==> src/design/ssd_pkg.sv <==
// Shared types and constants for the shifted image SSD block.
// Used by every module of the block but ssd_ram; depends on nothing.
`default_nettype none

package ssd_pkg;

    // Default storage dimensions of both images.
    localparam int DEF_MAX_WIDTH  = 256;
    localparam int DEF_MAX_HEIGHT = 256;

    // Fixed field widths.
    localparam int PIX_W   = 8;
    localparam int POS_W   = 8;
    localparam int SHIFT_W = 9;
    localparam int CFG_W   = 9;
    localparam int SUM_W   = 32;
    localparam int APB_W   = 32;
    localparam int ADDR_W  = 3;

    // Reset value of both dimension registers.
    localparam logic [CFG_W-1:0] CFG_DIM_RESET = 9'd256;

    // Input commands.
    typedef enum logic [1:0] {
        CMD_LOAD_STATIC = 2'd0,
        CMD_LOAD_MOVING = 2'd1,
        CMD_EVALUATE    = 2'd2
    } t_command;

    // Register index, taken from paddr[2].
    typedef enum logic {
        REG_ACTIVE_WIDTH  = 1'b0,
        REG_ACTIVE_HEIGHT = 1'b1
    } t_reg_index;

    // Scan sequencer states.
    typedef enum logic [1:0] {
        ST_IDLE,
        ST_SCAN,
        ST_DRAIN
    } t_scan_state;

    // Control that travels with each pixel read.
    typedef struct packed {
        logic start;
        logic valid;
        logic last;
    } t_scan_ctl;

endpackage

`default_nettype wire

==> src/design/ssd_accum.sv <==
// Difference, square and saturating accumulation of paired pixels.
// Depends on ssd_pkg.
`default_nettype none

module ssd_accum
    import ssd_pkg::*;
(
    input  wire logic             i_clk,
    input  wire logic             i_rst_n,
    input  wire t_scan_ctl        i_ctl,
    input  wire logic [PIX_W-1:0] i_static_pix,
    input  wire logic [PIX_W-1:0] i_moving_pix,
    output logic                  o_done,
    output logic      [SUM_W-1:0] o_sum
);

    logic                     r_s1_valid;
    logic                     r_s1_last;
    logic                     r_s2_valid;
    logic                     r_s2_last;
    logic [2*PIX_W-1:0]       r_sq;
    logic [SUM_W-1:0]         r_acc;
    logic                     r_done;

    logic signed [PIX_W:0]     diff;
    logic signed [2*PIX_W+1:0] prod;
    logic        [SUM_W:0]     sum_ext;

    // Square of the pixel difference; it always fits in 16 bits.
    always_comb begin
        diff    = signed'({1'b0, i_static_pix}) - signed'({1'b0, i_moving_pix});
        prod    = diff * diff;
        sum_ext = {1'b0, r_acc} + (SUM_W + 1)'(r_sq);
    end

    // Control pipeline, aligned with the registered memory read.
    always_ff @(posedge i_clk) begin
        if (!i_rst_n) begin
            r_s1_valid <= 1'b0;
            r_s1_last  <= 1'b0;
            r_s2_valid <= 1'b0;
            r_s2_last  <= 1'b0;
        end else begin
            r_s1_valid <= i_ctl.valid;
            r_s1_last  <= i_ctl.last;
            r_s2_valid <= r_s1_valid;
            r_s2_last  <= r_s1_last;
        end
    end

    // Squared difference register.
    always_ff @(posedge i_clk) begin
        r_sq <= prod[2*PIX_W-1:0];
    end

    // Saturating accumulator; the done flag marks the final pixel.
    always_ff @(posedge i_clk) begin
        if (!i_rst_n) begin
            r_acc  <= '0;
            r_done <= 1'b0;
        end else if (i_ctl.start) begin
            r_acc  <= '0;
            r_done <= 1'b0;
        end else begin
            if (r_s2_valid) begin
                r_acc <= sum_ext[SUM_W] ? '1 : sum_ext[SUM_W-1:0];
            end
            if (r_s2_last) begin
                r_done <= 1'b1;
            end
        end
    end

    assign o_done = r_done;
    assign o_sum  = r_acc;

endmodule

`default_nettype wire

==> config.mk <==
export PLATFORM = sky130hd
export DESIGN_NAME = ssd_accum
export DESIGN_NICKNAME = d
export VERILOG_FILES = /design/src/design/ssd_pkg.sv /design/src/design/ssd_accum.sv
export SDC_FILE = /design/constraint.sdc
export NUM_CORES = 1
export LEC_CHECK = 0
export BUFFER_PORTS_ARGS = -buffer_cell sky130_fd_sc_hd__buf_2
export CAP_MARGIN = 15
export CORE_MARGIN = 4
export CORE_UTILIZATION = 25
export DETAILED_ROUTE_END_ITERATION = 12
export HOLD_SLACK_MARGIN = 0.03
export MAX_ROUTING_LAYER = met4
export PLACE_DENSITY = 0.38
export SETUP_SLACK_MARGIN = 0.4
export SLEW_MARGIN = 20
export SYNTH_ARGS = -nofsm -noshare
export SYNTH_HDL_FRONTEND = slang
export SYNTH_SLANG_ARGS = --single-unit
==> constraint.sdc <==
create_clock -name i_clk -period 13.45 [get_ports i_clk]
set_input_delay 3.3625 -clock i_clk [delete_from_list [all_inputs] [get_ports i_clk]]
set_output_delay 3.3625 -clock i_clk [all_outputs]
set_load 0.02 [all_outputs]
# Word-level counts from Yosys, hierarchy flattened
# Index checks and enable logic that the tools add are counted.
dict set report word_totals {
  reg_bits 53
  out_inout_bits 33
  elab_cells 13
}
dict set report classes {
  n_addsub 2
  n_mul 1
  muxes 1
  bitwise 1
  reduce_logical 1
}
# cell count
set ops {}
lappend ops {{adder 32 x 16 -> 33 bit} 1}
lappend ops {{two-way mux 32 bit} 1}
lappend ops {{multiplier 9 x 9 -> 16 bit} 1}
lappend ops {{subtractor 8 x 8 -> 9 bit} 1}
lappend ops {{OR reduction 2 bit} 1}
lappend ops {{NOT 1 bit} 1}

# Logic depth before layout (Yosys ltp)
dict set report depth {
  depth_word 2
  ltp_mapped 27
  ltp_nobuf 27
}

# Worst setup path before layout
# No wires, ideal clock.
dict set report synth_timing {
  path_kind {in2reg}
  start {in i_moving_pix[1]}
  end {reg r_sq[14]}
  arrival_time_ns 9.003
  setup_slack_ns 4.375
  path_stages 25
  path_buffers 0
  path_cell_list {inv_1 > ha_1 > nor2b_1 > o21ai_0 > a21oi_1 > o22a_1 > xnor2_1 > inv_1 > and2_1 > fa_1 > inv_1 > fa_1 > inv_1 > fa_1 > fa_1 > inv_1 > fa_1 > inv_1 > ha_1 > inv_1 > o21ai_0 > a2111o_1 > a31o_2 > a21oi_1 > xnor2_1}
}
dict set report synth_between {
  elab_chain_cells 2
}
# element line_no
set synth_rtl {}
lappend synth_rtl {{start, declared} ssd_accum.sv:12} ;# input wire logic [PIX_W-1:0] i_moving_pix,
lappend synth_rtl {{subtractor 8 x 8 -> 9 bit} ssd_accum.sv:31} ;# diff = signed'({1'b0, i_static_pix}) - signed'({1'b0, i_moving_pix});
lappend synth_rtl {{multiplier 9 x 9 -> 16 bit} ssd_accum.sv:32} ;# prod = diff * diff;
lappend synth_rtl {{via prod[14]} ssd_accum.sv:26} ;# logic signed [2*PIX_W+1:0] prod;
lappend synth_rtl {{end signal, assigned} ssd_accum.sv:53} ;# r_sq <= prod[2*PIX_W-1:0];
lappend synth_rtl {{end, declared} ssd_accum.sv:21} ;# logic [2*PIX_W-1:0] r_sq;
# The timed path passes the listed nets, and every way through them passes these cells.
# A chain may end at the register's enable or synchronous reset.

# Worst setup path after layout
dict set report layout_timing {
  start {in i_static_pix[0]}
  end {reg r_sq[14]}
}
dict set report layout_between {
  elab_chain_cells 2
}
# element line_no
set layout_rtl {}
lappend layout_rtl {{start, declared} ssd_accum.sv:11} ;# input wire logic [PIX_W-1:0] i_static_pix,
lappend layout_rtl {{subtractor 8 x 8 -> 9 bit} ssd_accum.sv:31}
lappend layout_rtl {{multiplier 9 x 9 -> 16 bit} ssd_accum.sv:32}
lappend layout_rtl {{via prod[14]} ssd_accum.sv:26}
# The timed path passes the listed nets, and every way through them passes these cells.

==> out/metrics.cfg <==
[synthesis]
netlist-cell-type-count=53
synth_area_per_cell_um2=8.780
synth.largest_area_cell=dfxtp_1
async_flop_share=0
ys_ff_latch=52
syn-cell-area_mm2=0.005180
synth_edf_count=0
yosys-top-cells-area=dfxtp_1 20%, fa_1 20%, ha_1 14%, inv_1 7.0%, xnor2_1 5.2%
synth_nets=721
ys_seq_area_frac=0.2010
syn_inst=590
yosysTopAreaCellShare=0.2010
yosysWarnings=0
synth_ff_type=dfxtp_1

[drt]
drt_iter0_drc=125
routed_wl_um=11600
avgRoutedWirePerCell_um=12.75
via_per_inst=4.415
firstDrtPassIters=4
vias=4018
drc=0
ant_nets=0

[min_path]
whs_endpoint=r_s2_valid$_SDFF_PN0_
min_path_type=reg -> reg
hold_start=r_s1_valid$_SDFF_PN0_
whs_path_depth=1

[final_layout]
antennaDiodeCount=0
utilization=0.2886
final_nets=770
final_common_cell=inv_1
area_growth_pct=13.12
final_cell_mix=96 x inv_1, 59 x ha_1, 53 x buf_2
nFillCells=2223
drive_above_1_share=0.1219

[clock_network]
cts_tree=done
post-cts-setup-buffer-count=0
insertion_delay_ps=290
clockRootBuffer=clkbuf_16
clock_sinks=52
htreeDepth=2
cts_resized=0
hold_buffers=0
cts_buffers=5
clockBufferDepth=2
clkTransAtPathRegs_ps=70

[timing]
slew_headroom=0.3731
period_share=0.6905
setup_viol=0
finalClockSkew_ps=8.428
hold_viol=0
setup_tns_ps=0
finalMaxSlewViolations=0
rsz0062_at_grt=no
max_freq_mhz=107.7
tightest_slew_ps=936.3
min_period_ps=9287
hold_ws_ps=436.1

[status]
status=complete, no violations

[floorplan]
die_h_um=151.9
die_w_um=151.9
rows=52
core_area_mm2=0.02030
io_pins=54
dieArea_mm2=0.02309
start_util=0.2552

[setup_path]
worstPathArrival_ps=9510
r2r_cells=10
reg2reg_slack_ps=10420
end_kind=flip-flop
critPathLaunchType=primary input
cp_max_fo=9
critPathRequiredTime_ps=13680
reg2reg_to=o_sum[27]$_SDFFE_PP0P_
r2r_start=o_sum[0]$_SDFFE_PP0P_
path_class=in -> reg

[place]
gp_congestion=0.8641
dp_hpwl_um=9750
port_buffers=53

[global_route]
grt_pass1_wl_um=19910
track_usage=0.1030
overflow=0
antenna_found_initial=0
grt_pass1_vias=4130
grt_max_degree=34

[job]
max-cap-violations=0

## layer usage
metal | wire [µm] | GRT usage
met1 | 5711 | 0.1384
met5 | 0 | -
met3 | 287 | 0.01109
met2 | 5407 | 0.1657
met4 | 195 | 0.02825
## how the worst max path moves through the flow
stage / cells after the start / end / slack (ps) / from
global placement: 27 / r_sq[14]$_DFF_P_ / 3940 / i_static_pix[0]
global route: 27 / r_sq[14]$_DFF_P_ / 3720 / i_static_pix[0]
detailed placement: 27 / r_sq[14]$_DFF_P_ / 3810 / i_static_pix[0]
floorplan: 25 / r_sq[14]$_DFF_P_ / 4370 / i_moving_pix[1]
CTS: 27 / r_sq[14]$_DFF_P_ / 4120 / i_static_pix[0]
finish: 27 / r_sq[14]$_DFF_P_ / 4160 / i_static_pix[0]
## metrics by stage
step	instance area, µm²	worst slack, ps	cells
after floorplan	5180	4375	590
after global placement	5705	3941	902
after detailed placement	5705	3811	902
after CTS	5859	4124	910
after global routing	5859	3715	910
final	5859	4163	910
## state kept, by name, summed over array words and instances (netlist names)
| register | count |
|---|---|
| r_s1_last | 1 |
| o_done | 1 |
| r_s2_valid | 1 |
| r_s2_last | 1 |
| o_sum | 32 |
| r_s1_valid | 1 |
| r_sq | 15 |
## cell type report
| type | count | area (µm²) | share of cell area |
|---|---|---|---|
| timing repair buffer | 56 | 287.8 | 0.04911 |
| clock inverter | 2 | 15.01 | 0.002562 |
| tap | 270 | 337.8 | 0.05766 |
| multi-input combinational | 427 | 3675 | 0.6272 |
| inverter | 97 | 364.1 | 0.06214 |
| sequential | 52 | 1041 | 0.1777 |
| clock buffer | 6 | 138.9 | 0.02370 |
## synthesized netlist by cell type (2+ instances only)
cell and instances:
a31oi_1 6, a2111oi_0 2, ha_1 59, nand2_1 41, and3_1 6, a21oi_1 39, nand2b_1 4, nand3_1 5
or3_1 5, o21bai_1 2, xor2_1 14, nor2_2 2, clkbuf_1 10, o21ai_0 24, a21o_2 2, nor3_1 11
a31o_2 2, o31ai_1 3, nor2_1 49, inv_1 96, dfxtp_1 52, xnor2_1 31, fa_1 51, a211oi_1 7
and2_1 8, mux2i_1 6, nand4_1 4, o211ai_1 2, a21o_1 7, o21a_1 5, nor2b_1 4, a311oi_1 6
and4_1 4, nor3b_2 2
## kinds of logic (layout without fill, tap and decap cells)
family,count (synthesis),count (layout),synth area share
compound gates,116,116,0.1411
xor+xnor,45,45,0.07609
fa+ha+maj,110,110,0.3396
buf+inv,111,161,0.08961
flops,52,52,0.2010
mux,6,6,0.01159
simple gates,150,150,0.1411
## worst max-delay path, cell delays in order
cell	delay, ps
buf_2	90
inv_1	70
ha_1	140
inv_1	50
fa_1	410
a211oi_1	290
nor2_1	70
o31ai_1	210
a21o_1	280
clkinv_1	310
nor2_1	240
fa_1	410
inv_1	90
fa_1	380
inv_1	90
fa_1	410
fa_1	540
inv_1	50
fa_1	490
inv_1	40
ha_1	320
inv_1	60
o21ai_0	110
a2111o_1	440
a31o_2	240
a21oi_1	170
xnor2_1	130
Power is not shown: default switching activity piles up to over one toggle a cycle in this logic, so the estimate is an artifact.
