===== src/design/ssd_pkg.sv =====
// Shared types and constants for the shifted image SSD block.
// Used by every module of the block but ssd_ram; depends on nothing.
`default_nettype none

package ssd_pkg;

    // Default storage dimensions of both images.
    localparam int DEF_MAX_WIDTH  = 256;
    localparam int DEF_MAX_HEIGHT = 256;

    // Fixed field widths.
    localparam int PIX_W   = 8;
    localparam int POS_W   = 8;
    localparam int SHIFT_W = 9;
    localparam int CFG_W   = 9;
    localparam int SUM_W   = 32;
    localparam int APB_W   = 32;
    localparam int ADDR_W  = 3;

    // Reset value of both dimension registers.
    localparam logic [CFG_W-1:0] CFG_DIM_RESET = 9'd256;

    // Input commands.
    typedef enum logic [1:0] {
        CMD_LOAD_STATIC = 2'd0,
        CMD_LOAD_MOVING = 2'd1,
        CMD_EVALUATE    = 2'd2
    } t_command;

    // Register index, taken from paddr[2].
    typedef enum logic {
        REG_ACTIVE_WIDTH  = 1'b0,
        REG_ACTIVE_HEIGHT = 1'b1
    } t_reg_index;

    // Scan sequencer states.
    typedef enum logic [1:0] {
        ST_IDLE,
        ST_SCAN,
        ST_DRAIN
    } t_scan_state;

    // Control that travels with each pixel read.
    typedef struct packed {
        logic start;
        logic valid;
        logic last;
    } t_scan_ctl;

endpackage

`default_nettype wire


===== src/design/ssd_scan.sv =====
// Scan sequencer: walks the static frame and issues paired memory reads.
// Depends on ssd_pkg.
`default_nettype none

module ssd_scan
    import ssd_pkg::*;
#(
    parameter int MAX_WIDTH  = DEF_MAX_WIDTH,
    parameter int MAX_HEIGHT = DEF_MAX_HEIGHT,
    localparam int XW = $clog2(MAX_WIDTH),
    localparam int YW = $clog2(MAX_HEIGHT),
    localparam int AW = XW + YW
) (
    input  wire logic                      i_clk,
    input  wire logic                      i_rst_n,
    input  wire logic                      i_start,
    input  wire logic signed [SHIFT_W-1:0] i_shift_x,
    input  wire logic signed [SHIFT_W-1:0] i_shift_y,
    input  wire logic        [CFG_W-1:0]   i_cfg_width,
    input  wire logic        [CFG_W-1:0]   i_cfg_height,
    input  wire logic                      i_done,
    input  wire logic                      i_out_free,
    output logic                           o_busy,
    output logic                           o_result_load,
    output t_scan_ctl                      o_ctl,
    output logic             [AW-1:0]      o_static_addr,
    output logic             [AW-1:0]      o_moving_addr
);

    localparam int CW  = $clog2(MAX_WIDTH + 1);
    localparam int RW  = $clog2(MAX_HEIGHT + 1);
    localparam int SXW = ((CW > SHIFT_W) ? CW : SHIFT_W) + 2;
    localparam int SYW = ((RW > SHIFT_W) ? RW : SHIFT_W) + 2;

    t_scan_state r_state, n_state;

    logic        [XW-1:0]      r_x;
    logic        [YW-1:0]      r_y;
    logic        [CW-1:0]      r_w;
    logic        [RW-1:0]      r_h;
    logic signed [SHIFT_W-1:0] r_sx;
    logic signed [SHIFT_W-1:0] r_sy;

    logic        [CW-1:0]      n_w;
    logic        [RW-1:0]      n_h;
    logic signed [SXW-1:0]     mx;
    logic signed [SYW-1:0]     my;
    logic signed [SXW-1:0]     w_s;
    logic signed [SYW-1:0]     h_s;
    logic                      mx_ok;
    logic                      my_ok;
    logic                      x_last;
    logic                      y_last;

    // Clamp the dimension registers to 1..MAX at the start of an evaluation.
    always_comb begin
        if (i_cfg_width == '0) begin
            n_w = CW'(1);
        end else if (32'(i_cfg_width) > MAX_WIDTH) begin
            n_w = CW'(MAX_WIDTH);
        end else begin
            n_w = CW'(i_cfg_width);
        end
        if (i_cfg_height == '0) begin
            n_h = RW'(1);
        end else if (32'(i_cfg_height) > MAX_HEIGHT) begin
            n_h = RW'(MAX_HEIGHT);
        end else begin
            n_h = RW'(i_cfg_height);
        end
    end

    // Moving image coordinate and its bounds test.
    always_comb begin
        mx    = signed'(SXW'({1'b0, r_x})) - SXW'(r_sx);
        my    = signed'(SYW'({1'b0, r_y})) - SYW'(r_sy);
        w_s   = signed'(SXW'(r_w));
        h_s   = signed'(SYW'(r_h));
        mx_ok = !mx[SXW-1] && (mx < w_s);
        my_ok = !my[SYW-1] && (my < h_s);
        x_last = (CW'(r_x) == r_w - CW'(1));
        y_last = (RW'(r_y) == r_h - RW'(1));
    end

    // Next state.
    always_comb begin
        n_state = r_state;
        unique case (r_state)
            ST_IDLE: begin
                if (i_start) begin
                    n_state = ST_SCAN;
                end
            end
            ST_SCAN: begin
                if (x_last && y_last) begin
                    n_state = ST_DRAIN;
                end
            end
            ST_DRAIN: begin
                if (i_done && i_out_free) begin
                    n_state = ST_IDLE;
                end
            end
            default: n_state = ST_IDLE;
        endcase
    end

    // State outputs.
    always_comb begin
        o_busy        = 1'b0;
        o_result_load = 1'b0;
        o_ctl         = '0;
        unique case (r_state)
            ST_IDLE: begin
                o_ctl.start = i_start;
            end
            ST_SCAN: begin
                o_busy      = 1'b1;
                o_ctl.valid = mx_ok && my_ok;
                o_ctl.last  = x_last && y_last;
            end
            ST_DRAIN: begin
                o_busy        = 1'b1;
                o_result_load = i_done && i_out_free;
            end
            default: begin
                o_busy = 1'b0;
            end
        endcase
    end

    // Read addresses, row-major with the column in the low bits.
    assign o_static_addr = {r_y, r_x};
    assign o_moving_addr = {my[YW-1:0], mx[XW-1:0]};

    // State register.
    always_ff @(posedge i_clk) begin
        if (!i_rst_n) begin
            r_state <= ST_IDLE;
        end else begin
            r_state <= n_state;
        end
    end

    // Scan counters and the parameters of the current evaluation.
    always_ff @(posedge i_clk) begin
        if (r_state == ST_IDLE && i_start) begin
            r_x  <= '0;
            r_y  <= '0;
            r_w  <= n_w;
            r_h  <= n_h;
            r_sx <= i_shift_x;
            r_sy <= i_shift_y;
        end else if (r_state == ST_SCAN) begin
            if (x_last) begin
                r_x <= '0;
                r_y <= r_y + YW'(1);
            end else begin
                r_x <= r_x + XW'(1);
            end
        end
    end

endmodule

`default_nettype wire


===== config.mk =====
export PLATFORM = sky130hd
export DESIGN_NAME = ssd_scan
export DESIGN_NICKNAME = d
export VERILOG_FILES = /design/src/design/ssd_pkg.sv /design/src/design/ssd_scan.sv
export SDC_FILE = /design/constraint.sdc
export NUM_CORES = 1
export LEC_CHECK = 0
export BUFFER_PORTS_ARGS = -buffer_cell sky130_fd_sc_hd__buf_2
export CORE_MARGIN = 4
export CORE_UTILIZATION = 55
export CTS_BUF_LIST = sky130_fd_sc_hd__clkbuf_2 sky130_fd_sc_hd__clkbuf_4 sky130_fd_sc_hd__clkbuf_8
export CTS_CLUSTER_SIZE = 10
export DETAILED_ROUTE_END_ITERATION = 16
export GPL_TIMING_DRIVEN = 1
export HOLD_SLACK_MARGIN = 0.12
export PLACE_DENSITY = 0.79
export SLEW_MARGIN = 0
export SYNTH_ARGS = -nofsm -noshare
export SYNTH_HDL_FRONTEND = slang
export SYNTH_SLANG_ARGS = --single-unit

===== constraint.sdc =====
create_clock -name i_clk -period 3.5 [get_ports i_clk]
set_input_delay 0.35 -clock i_clk [delete_from_list [all_inputs] [get_ports i_clk]]
set_output_delay 0.35 -clock i_clk [all_outputs]
set_load 0.02 [all_outputs]

[Word-level counts from Yosys, hierarchy flattened]
Cells that the tools add are included.
Word-level totals
  bits in registers: 54
  output and inout port bits: 37
  word-level logic and storage cells: 53
  input bits: 41
Cells by class
  eq/ne operators: 7
  multiplexer cells: 11
  $lt $le $gt $ge: 4
  add/subtract/negate cells: 6
  reductions and logical operators: 16
Operators with widths (count)
  $lt A10 B10 Y1: 2
  $sub A9 B9 Y10: 2
  $eq A8 B9 Y1: 2
  $gt A9 B9 Y1 const B: 2
  $logic_not A9 Y1: 2
  $mux W9: 2
  $sub A9 B1 Y9 const B: 2
  $add A8 B1 Y8 const B: 2
  $mux W2: 4
  $mux W8: 1
  $logic_and A1 B1 Y1: 6
  $ne A2 B2 Y1 const B: 3
  $pmux W2 S3: 1
  $reduce_or A2 Y1: 3
  $mux W1: 3
  $reduce_and A3 Y1: 1
  $eq A2 B1 Y1 const B: 1
  $eq A2 B2 Y1 const B: 1
  $logic_not A1 Y1: 2
  $logic_not A2 Y1: 1
  $reduce_and A2 Y1: 1

[Logic depth before layout (Yosys ltp)]
Gate-level depths: netlist of run 1.
  word-level depth: 5
  mapped depth: 15
  mapped depth without buffers: 15

[Worst setup path after synthesis of run 1]
Ideal clock, no wire load.
  path kind: register to output
  start: register r_y[0]
  end: output o_ctl[1] in the netlist's numbering
  required time: 3.150 ns
  cell stages (with the launch flop): 15
  path buffers: 0
  arrival: 3.887 ns
  slack: -0.737 ns
  cell sequence: dfxtp_1 > inv_1 > ha_1 > fa_1 > inv_1 > a21o_1 > a21oi_1 > o21bai_1 > a21oi_1 > xnor2_1 > ha_1 > a211oi_1 > a21oi_1 > or4_1 > nor4_1
RTL lines
  start, declared: RTL line ssd_scan.sv:38  | logic [YW-1:0] r_y;
  start signal, assigned: RTL line ssd_scan.sv:157  | r_y <= r_y + YW'(1);
  end, declared: RTL line ssd_scan.sv:25  | output t_scan_ctl o_ctl,

==> impl_results.md, run 1 <==
- Status: finished, violations left
- Violated checks: negative setup slack
- Post-DP Area: 4620 µm²
- Avg Vias per Cell: roughly 5.5
- Cell types with the largest area share after synthesis: edfxtp_1 (27%), ha_1 (15%), dfxtp_1 (9.2%)
- Count of hold-fix buffers inserted at cts: 0
- Share of the yosys chip area belonging to registers: 36.7%
- Register clock-pin slew on the reported worst setup and hold paths: 0.11 ns
- Routed via count: between 3000 and 4000
- Clock sinks: 54
- Post-synthesis cell type with the largest combined area: edfxtp_1
- Post-synth ARST share: 0%
- First-pass GRT wire length: 15600 µm
- Global placement routability congestion: between 0.8 and 0.9
- 1st-iter DRT viols: 132
- Crit-path cells: ha_4, fa_2, inv_2, a21o_1, a21oi_2, o21bai_1, a21oi_2, xnor2_2, ha_4, a211oi_2, a21oi_1, or4_4, nor4_4, buf_4
- Critical Path Source Type: register
- Number of placed instances with taps included: approximately 600
- Transition time at the pin with the least slew margin: 0.663 ns
- Setup crit end kind: output pin
- Top cell type's share of synthesized area: a little over a quarter
- Worst stage delay on the critical path: 0.47 ns
- Buf/Inv on CP: 2
- Yosys warning total: 0
- Worst-skew pair later-pin latency: 0.32 ns
- Final setup vio count: 1
- Unrepaired setup endpoints after global routing: true
- Clock skew after layout: 0.0143 ns
- Critical path peak fanout: 2
- Pins over their slew limit: 0
- Combinational family with the most area after synthesis: simple AND/OR/NAND/NOR gates
- FP Rows: 30
- Initial antenna violation count: 0
- CTS H-tree depth: 2
- Wire length per cell after detailed routing: between 15 and 20 µm
- Adder-cell share of the synthesized area: 15.7%
- Hpwl dp: 7470 µm
- Max transition margin: 55.4%
- Compound-gate portion of the synthesized area: 14.5%
- TritonCTS buffer count: 5
- Number of top-level pins: between 70 and 80
- Proportion of synthesized area in mux cells: 1.08%
- Leading cell types by count after synthesis: inv_1 (61), ha_1 (46), edfxtp_1 (36)
- Leakage: 2.27 nW
- Number of synthesized flops with an enable pin: 36
- Setup CP Type: reg2out
- CP max-delay cell: edfxtp_1
- Router iterations before antenna repair: 5
- Syn nets: 497
- Number of input and output port buffers inserted: slightly below 80
- Non-filler cells in the finished layout: approximately 600
- Area fraction in and, or, nand and nor cells after synthesis: about 17%
- Die width: 92.5 µm
- Total Die Area: 8560 µm²
- Power per unit of standard cell area: between 300 and 400 nW/µm²
- Gate count of the mapped netlist: 408
- Total congestion overflow: 0
- Clock tree from TritonCTS: built
- Worst IR drop on VDD: 0.230 mV
- DRT antenna net count: 0
- Predominant post-synthesis flop cell: edfxtp_1
- Maxcap violations: 0
- Final wirelength: 9390 µm
- Total Routing Usage GR: a little under a quarter
- Ant diodes: 0
- Number of global-route vias before repair: roughly 3300
- Top Family by Delay on Critical Path: adder cells
- Yosys reg bits: 54
- Endpoint arrival time on the critical path: 3.37 ns
- Mean instance size in the synthesized netlist: about 9.6 µm²
- Fraction of layout cells with a size suffix above 1: ~28%
- Highest clock frequency the design can meet: ~270 MHz
- Distinct cells, synth: 56
- Register-to-register setup slack: 0.65 ns
- Post-route worst setup slack: -0.216 ns
- Most frequent cell after synthesis: inv_1
- Post-synthesis cell area: 3930 µm²
- Count of final hold-check violations: 0
- Pin count of the biggest net entering global routing: 39
- Period utilisation layout: 106%
- Core ar.: around 7000 µm²
- Final core area utilization: 69.7%
- Count of nets after finishing: just under 600
- Final hold slack: around 0.19 ns
- Xor/xnor cell area share of the yosys netlist: 8.91%
- Post-layout min period: 3.72 ns
- CP Data Required Time: 3.15 ns
- Root Buffer: clkbuf_8
- Clock buffer depth: 2
- Class of the worst hold path: in2reg
- Post-route standard cell area excluding fillers: between 4000 and 5000 µm²
- Area growth syn-to-layout: 21.7%
- Chip height: around 93 µm
- DRC violations left: 0
- Starting Density: a little under three fifths
metal layers:
layer / vias to the layer above / GRT usage [%] / part of all wire, %
met5: - / 0 / 0
met2: 105 / 39.0 / 49
met4: 0 / 9.90 / 3.6
li1: 1650 / - / -
met3: 29 / 4.47 / 5.5
met1: 1560 / 28.1 / 42
power breakdown:
part,switching [W],internal (W),leakage [nW],total (W)
registers,0.0000424,0.000740,0.497,0.000783
logic,0.000372,0.000263,1.72,0.000635
clock network,0.000224,0.000217,0.0587,0.000441
registers in the layout, summed over array words and instances (netlist names):
signal   cells
r_h          9
r_state      2
r_sx         9
r_sy         9
r_w          9
r_x          8
r_y          8
placed cells by master, fill, tap and decap left out, types with 15 or more instances in the layout:
cell type  count
xnor2_1       28
edfxtp_1      36
ha_1          43
a21oi_1       16
buf_2         76
nor2_1        19
and2_1        15
inv_1         57
buf_4         20
nand2_1       26
worst paths after layout:
path / startpoint / to / depth (start not counted)
max: r_sy[0] / o_ctl[1] / 14
min: i_shift_x[6] / r_sx[6] / 1
max reg2reg: r_w[0] / r_y[3] / 8
min reg2reg: r_state[1] / r_state[1] / 1
area by class of cell:
class	count	area, µm²
multi-input combinational	288	2330
tap	96	120
inverter	62	235
sequential	54	1450
clock inverter	3	47.5
clock buffer	5	68.8
fill	529	2080
timing repair buffer	96	531
kinds of logic after synthesis:
family | Yosys count
AOI/OAI and AO/OA | 81
muxes | 4
adders and majority gates | 48
and+or+nand+nor | 115
DFF | 54
buffers and inverters | 66
xor gates and xnor gates | 40
stage by stage:
stage               power [W]  TNS [ns]  setup WS (ns)
floorplan             0.00122   -0.0200        -0.0200
global placement      0.00139         0         0.0126
detailed placement    0.00142   -0.0778        -0.0778
CTS                   0.00186    -0.188         -0.188
global route          0.00198    -0.377         -0.377
finish                0.00186    -0.216         -0.216
what timing repair did:
item / CTS / global route
setup buffers: 1 / 0
endpoints found under the setup margin: 1 / 1
pin swaps: 7 / 0
gates resized for setup: 12 / 1
(Power assumes the default switching activity.)
==> run 2, diff against run 1 <==
Settings changed: RECOVER_POWER set to 100.
==> run 2 against run 1 <==
The flow still finishes with violations (negative setup slack); cell count unchanged; wire length grew 0.14%; sequential power hardly changed; sequential share of layout area grew 0.49 points; sequential cell count unchanged; final area shrank 1.6%; clock skew shrank 0.0020 ns; maximum frequency about the same; hold slack improved by 0.0015 ns; global-route usage unchanged; critical path type unchanged.
==> impl_results.md, run 2 (synthesized netlist as in run 1, its figures left out) <==
- Max transition margin: 39.5% (-16 points)
- Total Die Area: 8560 µm² (unchanged)
- Total Routing Usage GR: 22.9% (unchanged)
- Worst stage delay on the critical path: 0.47 ns (about the same)
- 1st-iter DRT viols: 118 (-11%)
- Setup CP Type: reg2out
- Period utilisation layout: 106% (about the same)
- Post-layout min period: 3.71 ns (-0.00113 ns)
- Met2 Usage GRT: 39.0% (unchanged)
- Area growth syn-to-layout: 19.8%
- Clock skew after layout: 0.0124 ns (-0.00198 ns)
- Number of placed instances with taps included: 595 (unchanged)
- Router iterations before antenna repair: 4 (-1)
- Count of hold-fix buffers inserted at cts: 0 (unchanged)
- Leakage: 2.13 nW (-6.2%)
- Unrepaired setup endpoints after global routing: true
- Final setup vio count: 1 (unchanged)
- Number of global-route vias before repair: 3348 (unchanged)
- Maxcap violations: 0 (unchanged)
- CP Data Required Time: 3.15 ns (about the same)
- Non-filler cells in the finished layout: 604 (unchanged)
- Number of top-level pins: 78 (unchanged)
- Count of final hold-check violations: 0 (unchanged)
- Highest clock frequency the design can meet: 269 MHz (about the same)
- Ant diodes: 0 (unchanged)
- Wire length per cell after detailed routing: 15.6 µm (+0.14%)
- Final wirelength: 9400 µm (+0.14%)
- Routed via count: 3344 (unchanged)
- Critical path peak fanout: 2 (unchanged)
- Top library cells by usage in the layout, fill and taps aside: inv_1 (57), buf_2 (44), ha_1 (43)
- Post-layout power: 0.00184 W (-0.96%)
- Core ar.: 6870 µm² (unchanged)
- Starting Density: 57.2% (unchanged)
- Final hold slack: 0.196 ns (+0.00150 ns)
- Pins over their slew limit: 0 (unchanged)
- Post-route worst setup slack: -0.215 ns (+0.00113 ns)
- Clock sinks: 54 (unchanged)
- FP Rows: 30 (unchanged)
- First-pass GRT wire length: 15600 µm (unchanged)
- Status: finished, violations left
- Transition time at the pin with the least slew margin: 0.907 ns (+0.244 ns)
- DRT antenna net count: 0 (unchanged)
- Hpwl dp: 7470 µm (unchanged)
- Global placement routability congestion: 0.838 (unchanged)
- Class of the worst hold path: in2reg
- Die width: 92.5 µm (unchanged)
- Global-route track usage on met3: 4.47% (unchanged)
- Pin count of the biggest net entering global routing: 39 (unchanged)
- Clock buffer depth: 2 (unchanged)
- Setup crit end kind: output pin
- Peak-usage layer in the global routing report: met2
- Count of nets after finishing: 596 (unchanged)
- Root Buffer: clkbuf_8
- Crit-path cells: ha_4, fa_2, inv_2, a21o_1, a21oi_2, o21bai_1, a21oi_2, xnor2_2, ha_4, a211oi_2, a21oi_1, or4_4, nor4_4, buf_4
- DRC violations left: 0 (unchanged)
- Critical Path Source Type: register
- Chip height: 92.5 µm (unchanged)
- Power per unit of standard cell area: 391 nW/µm² (+0.65%)
- Total congestion overflow: 0 (unchanged)
- Fraction of layout cells with a size suffix above 1: 20.1% (-7.5 points)
- Initial antenna violation count: 0 (unchanged)
- Number of filler cells placed in the layout: 549 (+3.8%)
- CTS H-tree depth: 2 (unchanged)
- Global routing met1 resource utilization: 28.1% (unchanged)
- Worst IR drop on VDD: 0.228 mV (-0.59%)
- TritonCTS buffer count: 5 (unchanged)
- Number of input and output port buffers inserted: 77 (unchanged)
- Clock tree from TritonCTS: built
- Avg Vias per Cell: 5.54 (unchanged)
- Violated checks: negative setup slack
- Leading cell type in the layout, fill and taps excluded: inv_1
- Endpoint arrival time on the critical path: 3.36 ns (about the same)
- Aggregate negative setup slack: -0.215 ns (+0.00113 ns)
- Register clock-pin slew on the reported worst setup and hold paths: 0.11 ns (about the same)
- Worst-skew pair later-pin latency: 0.32 ns (about the same)
- CP max-delay cell: edfxtp_1
[run 2: cell types whose count changed in the layout (fill, tap and decap cells not counted), moves of 3 or more]
| cell | delta |
|---|---|
| and2_1 | -11 |
| buf_4 | -3 |
| clkbuf_1 | +34 |
| buf_2 | -32 |
| and2_0 | +11 |
[run 2: repair_timing]
action	CTS	global route
cloned	0	0
pin swaps	7	0
endpoints found under the setup margin	1	1
gates resized for setup	12	1
buffers inserted	1	0
[run 2: stage by stage]
step	worst slack, ns	cell area, µm²	util [%]
6_report	-0.215	4710	68.5
5_1_grt	-0.377	4710	68.5
4_1_cts	-0.188	4780	69.7
3_5_place_dp	-0.0778	4620	67.2
3_3_place_gp	0.0126	4620	67.2
2_1_floorplan	-0.0200	4000	-
[run 2: critical path: cells and delay by family, from the launching register on]
family,cells,cell delay [ns]
compound gates,6,0.72
xor+xnor,1,0.21
fa+ha+maj,3,0.82
buf+inv,2,0.24
flops,1,0.47
simple gates,2,0.59
[run 2: final timing paths]
| path | start | end | slack (ns) | cells past startpoint |
|---|---|---|---|---|
| setup / recovery | r_sy[0] | o_ctl[1] | -0.21 | 14 |
| hold / removal | i_shift_x[6] | r_sx[6] | 0.20 | 1 |
| setup reg to reg | r_w[0] | r_y[3] | 0.26 | 8 |
| hold reg to reg | r_state[1] | r_state[1] | 0.58 | 1 |
[run 2: power breakdown]
part	internal, W	leakage, nW	switching [W]
combinational	0.000247	1.57	0.000371
sequential	0.000741	0.497	0.0000421
clock	0.000217	0.0587	0.000223
total	0.00121	2.13	0.000636
[run 2: per-layer routing]
| layer | vias to the layer above | part of all wire, % |
|---|---|---|
| li1 | 1648 | - |
| met1 | 1566 | 42 |
| met2 | 105 | 49 |
| met3 | 25 | 5.6 |
| met4 | 0 | 3.5 |
| met5 | - | 0 |
[run 2: area by class of cell]
| type | instances | area, µm² | share of cell area [%] |
|---|---|---|---|
| Sequential cell | 54 | 1450 | 30.8 |
| Inverter | 62 | 235 | 5.00 |
| Timing Repair Buffer | 96 | 480 | 10.2 |
| Clock buffer | 5 | 68.8 | 1.46 |
| Multi-Input combinational cell | 288 | 2310 | 49.0 |
| Clock inverter | 3 | 47.5 | 1.01 |
| Tap cell | 96 | 120 | 2.55 |
==> run 3, diff against run 2 <==
Settings changed: CTS_BUF_LIST sky130_fd_sc_hd__clkbuf_2 sky130_fd_sc_hd__clkbuf_4 sky130_fd_sc_hd__clkbuf_8 to not set, PLACE_DENSITY 0.79 to 0.8.
==> run 3 against run 2 <==
The flow still finishes with violations (negative setup slack); first-iteration DRC count increased by 24%; maximum frequency rose by 1.4%; sequential cell count unchanged; core utilization rose by 0.18 points; sequential power hardly changed; hold slack improved by 0.0087 ns; wire length shrank 1.3%; cell count rose by 0.17%; combinational power increased by 1%; global-route usage is 0.33 points lower; worst setup slack gained 0.050 ns; highest routed layer unchanged.
==> impl_results.md, run 3 (synthesized netlist as in run 1, its figures left out) <==
- Status: finished, violations left
- Violated checks: negative setup slack
- CP Data Required Time: 3.15 ns (about the same)
- Critical Path Source Type: register
- Most frequent CP cell: a21o_1
- Area growth syn-to-layout: 20.1%
- Number of placed instances with taps included: 595 (unchanged)
- Pin count of the biggest net entering global routing: 25 (-36%)
- First-pass GRT wire length: 15300 µm (-1.9%)
- Count of nets after finishing: 597 (+0.17%)
- Count of hold-fix buffers inserted at cts: 0 (unchanged)
- Post-layout min period: 3.67 ns (-0.0499 ns)
- Global placement routability congestion: 0.855 (+1.9%)
- Final hold slack: 0.204 ns (+0.00872 ns)
- Class of the worst hold path: in2reg
- Highest clock frequency the design can meet: 273 MHz (+1.4%)
- DRC violations left: 0 (unchanged)
- Maxcap violations: 0 (unchanged)
- Endpoint arrival time on the critical path: 3.32 ns (-0.04 ns)
- Starting Density: 57.2% (unchanged)
- Number of input and output port buffers inserted: 77 (unchanged)
- Relative contribution of the clock network to total power: 22.9% (-1.0 points)
- Leakage: 2.17 nW (+1.9%)
- Power per unit of standard cell area: 386 nW/µm² (-1.4%)
- Worst stage delay on the critical path: 0.43 ns (-0.04 ns)
- CTS H-tree depth: 2 (unchanged)
- Number of top-level pins: 78 (unchanged)
- Total Routing Usage GR: 22.6% (-0.33 points)
- Hpwl dp: 7350 µm (-1.6%)
- Core ar.: 6870 µm² (unchanged)
- Transition time at the pin with the least slew margin: 1.19 ns (+0.283 ns)
- Post-layout power: 0.00182 W (-1.1%)
- Total congestion overflow: 0 (unchanged)
- Final core area utilization: 68.7% (+0.18 points)
- TritonCTS buffer count: 5 (unchanged)
- Die width: 92.5 µm (unchanged)
- Worst-skew pair later-pin latency: 0.31 ns (about the same)
- Root Buffer: clkbuf_8
- Chip height: 92.5 µm (unchanged)
- Setup crit end kind: output pin
- Clock tree from TritonCTS: built
- DRT antenna net count: 0 (unchanged)
- Top library cells by usage in the layout, fill and taps aside: inv_1 (59), buf_2 (57), ha_1 (44)
- Period utilisation layout: 105% (-1.4 points)
- CP max-delay cell: or4_4
- Switching share of power: 33.7% (-0.81 points)
- Routed via count: 3333 (-0.33%)
- Setup CP Type: reg2out
- Ant diodes: 0 (unchanged)
- FP Rows: 30 (unchanged)
- Clock skew after layout: 0.00665 ns (-0.00572 ns)
- Clock buffer depth: 2 (unchanged)
- Leading cell type in the layout, fill and taps excluded: inv_1
- Pins over their slew limit: 0 (unchanged)
- Register clock-pin slew on the reported worst setup and hold paths: 0.09 ns (-0.02 ns)
- 1st-iter DRT viols: 146 (+24%)
- Max transition margin: 20.7% (-19 points)
- Wire length per cell after detailed routing: 15.3 µm (-1.5%)
- Unrepaired setup endpoints after global routing: true
- Total Die Area: 8560 µm² (unchanged)
- Critical path peak fanout: 2 (unchanged)
- Worst IR drop on VDD: 0.252 mV (+10%)
- Combinational power share: 34.2% (+0.7 points)
- Power dissipated by switching net loads: 0.000614 W (-3.4%)
- Setup slack after placement: -0.0468 ns (+0.0309 ns)
- Crit-path cells: inv_2, ha_4, a21o_1, a21o_1, a21oi_2, o21ai_2, xor2_2, ha_1, a21o_1, a211oi_2, a21oi_1, or4_4, nor4_4, buf_4
- Clock sinks: 54 (unchanged)
- Cell-internal power: 0.00121 W (about the same)
- Count of final hold-check violations: 0 (unchanged)
- Non-filler cells in the finished layout: 605 (+0.17%)
- Router iterations before antenna repair: 4 (unchanged)
- Final wirelength: 9280 µm (-1.3%)
- Fraction of layout cells with a size suffix above 1: 22.4% (+2.3 points)
- Final setup vio count: 1 (unchanged)
- Portion of total power attributed to sequential cells: 42.9% (+0.4 points)
- Initial antenna violation count: 0 (unchanged)
- Avg Vias per Cell: 5.51 (-0.49%)
- Post-route worst setup slack: -0.165 ns (+0.0499 ns)
- Number of global-route vias before repair: 3329 (-0.57%)
## run 3: changes by cell type in the layout (fill, tap and decap cells not counted), moves of 2 or more
cell,change
and2_0,-2
and2_1,+2
buf_2,+13
clkbuf_1,-11
ha_4,-2
inv_1,+2
inv_2,-2
## run 3: path summary, 6_finish.rpt
| kind | start | slack (ns) | end | cells after the start |
|---|---|---|---|---|
| max | r_sy[2] | -0.17 | o_ctl[1] | 14 |
| min | i_shift_y[5] | 0.20 | r_sy[5] | 1 |
| max reg2reg | r_w[0] | 0.68 | r_y[4] | 8 |
| min reg2reg | r_state[1] | 0.58 | r_state[1] | 1 |
## run 3: layout make-up
type,count,area (µm²)
flip-flops and latches,54,1450
clock buffers,6,72.6
clock inverters,2,33.8
inverters,62,235
repair buffers,97,503
fillers,534,2150
well taps,96,120
multi-input cells,288,2310
## run 3: routing by layer
metal,GRT usage [%],routed length (µm),vias to the layer above
met4,8.17,224,0
li1,-,-,1647
met1,26.1,3820,1565
met2,40.6,4700,103
met3,5.12,532,18
met5,0,0,-
## run 3: what timing repair did
| action | 4_1_cts | 5_1_grt |
|---|---|---|
| resized for setup | 5 | 2 |
| setup endpoints to repair | 1 | 1 |
| pin swaps | 6 | 2 |
| buffers inserted | 1 | 1 |
## run 3: stage by stage
step                area, µm²  TNS, ns
finish                   4720   -0.165
global route             4720   -0.357
CTS                      4750   -0.192
detailed placement       4620  -0.0468
global placement         4620        0
floorplan                4000  -0.0200
## run 3: power groups by stage
stage	logic (W)	clock network [W]	registers, W
floorplan	0.000412	0	0.000807
global placement	0.000601	0	0.000792
detailed placement	0.000623	0	0.000794
CTS	0.000632	0.000431	0.000780
global route	0.000692	0.000459	0.000788
finish	0.000623	0.000416	0.000781
## run 3: critical path: cells and delay by family (launching register included)
family                   cells  cell delay (ns)
AO/OA/AOI/OAI                7             1.08
XOR/XNOR                     1             0.18
AND/OR/NAND/NOR              2             0.58
adder cells (fa/ha/maj)      2             0.49
buffers and inverters        2             0.26
flip-flops                   1             0.39
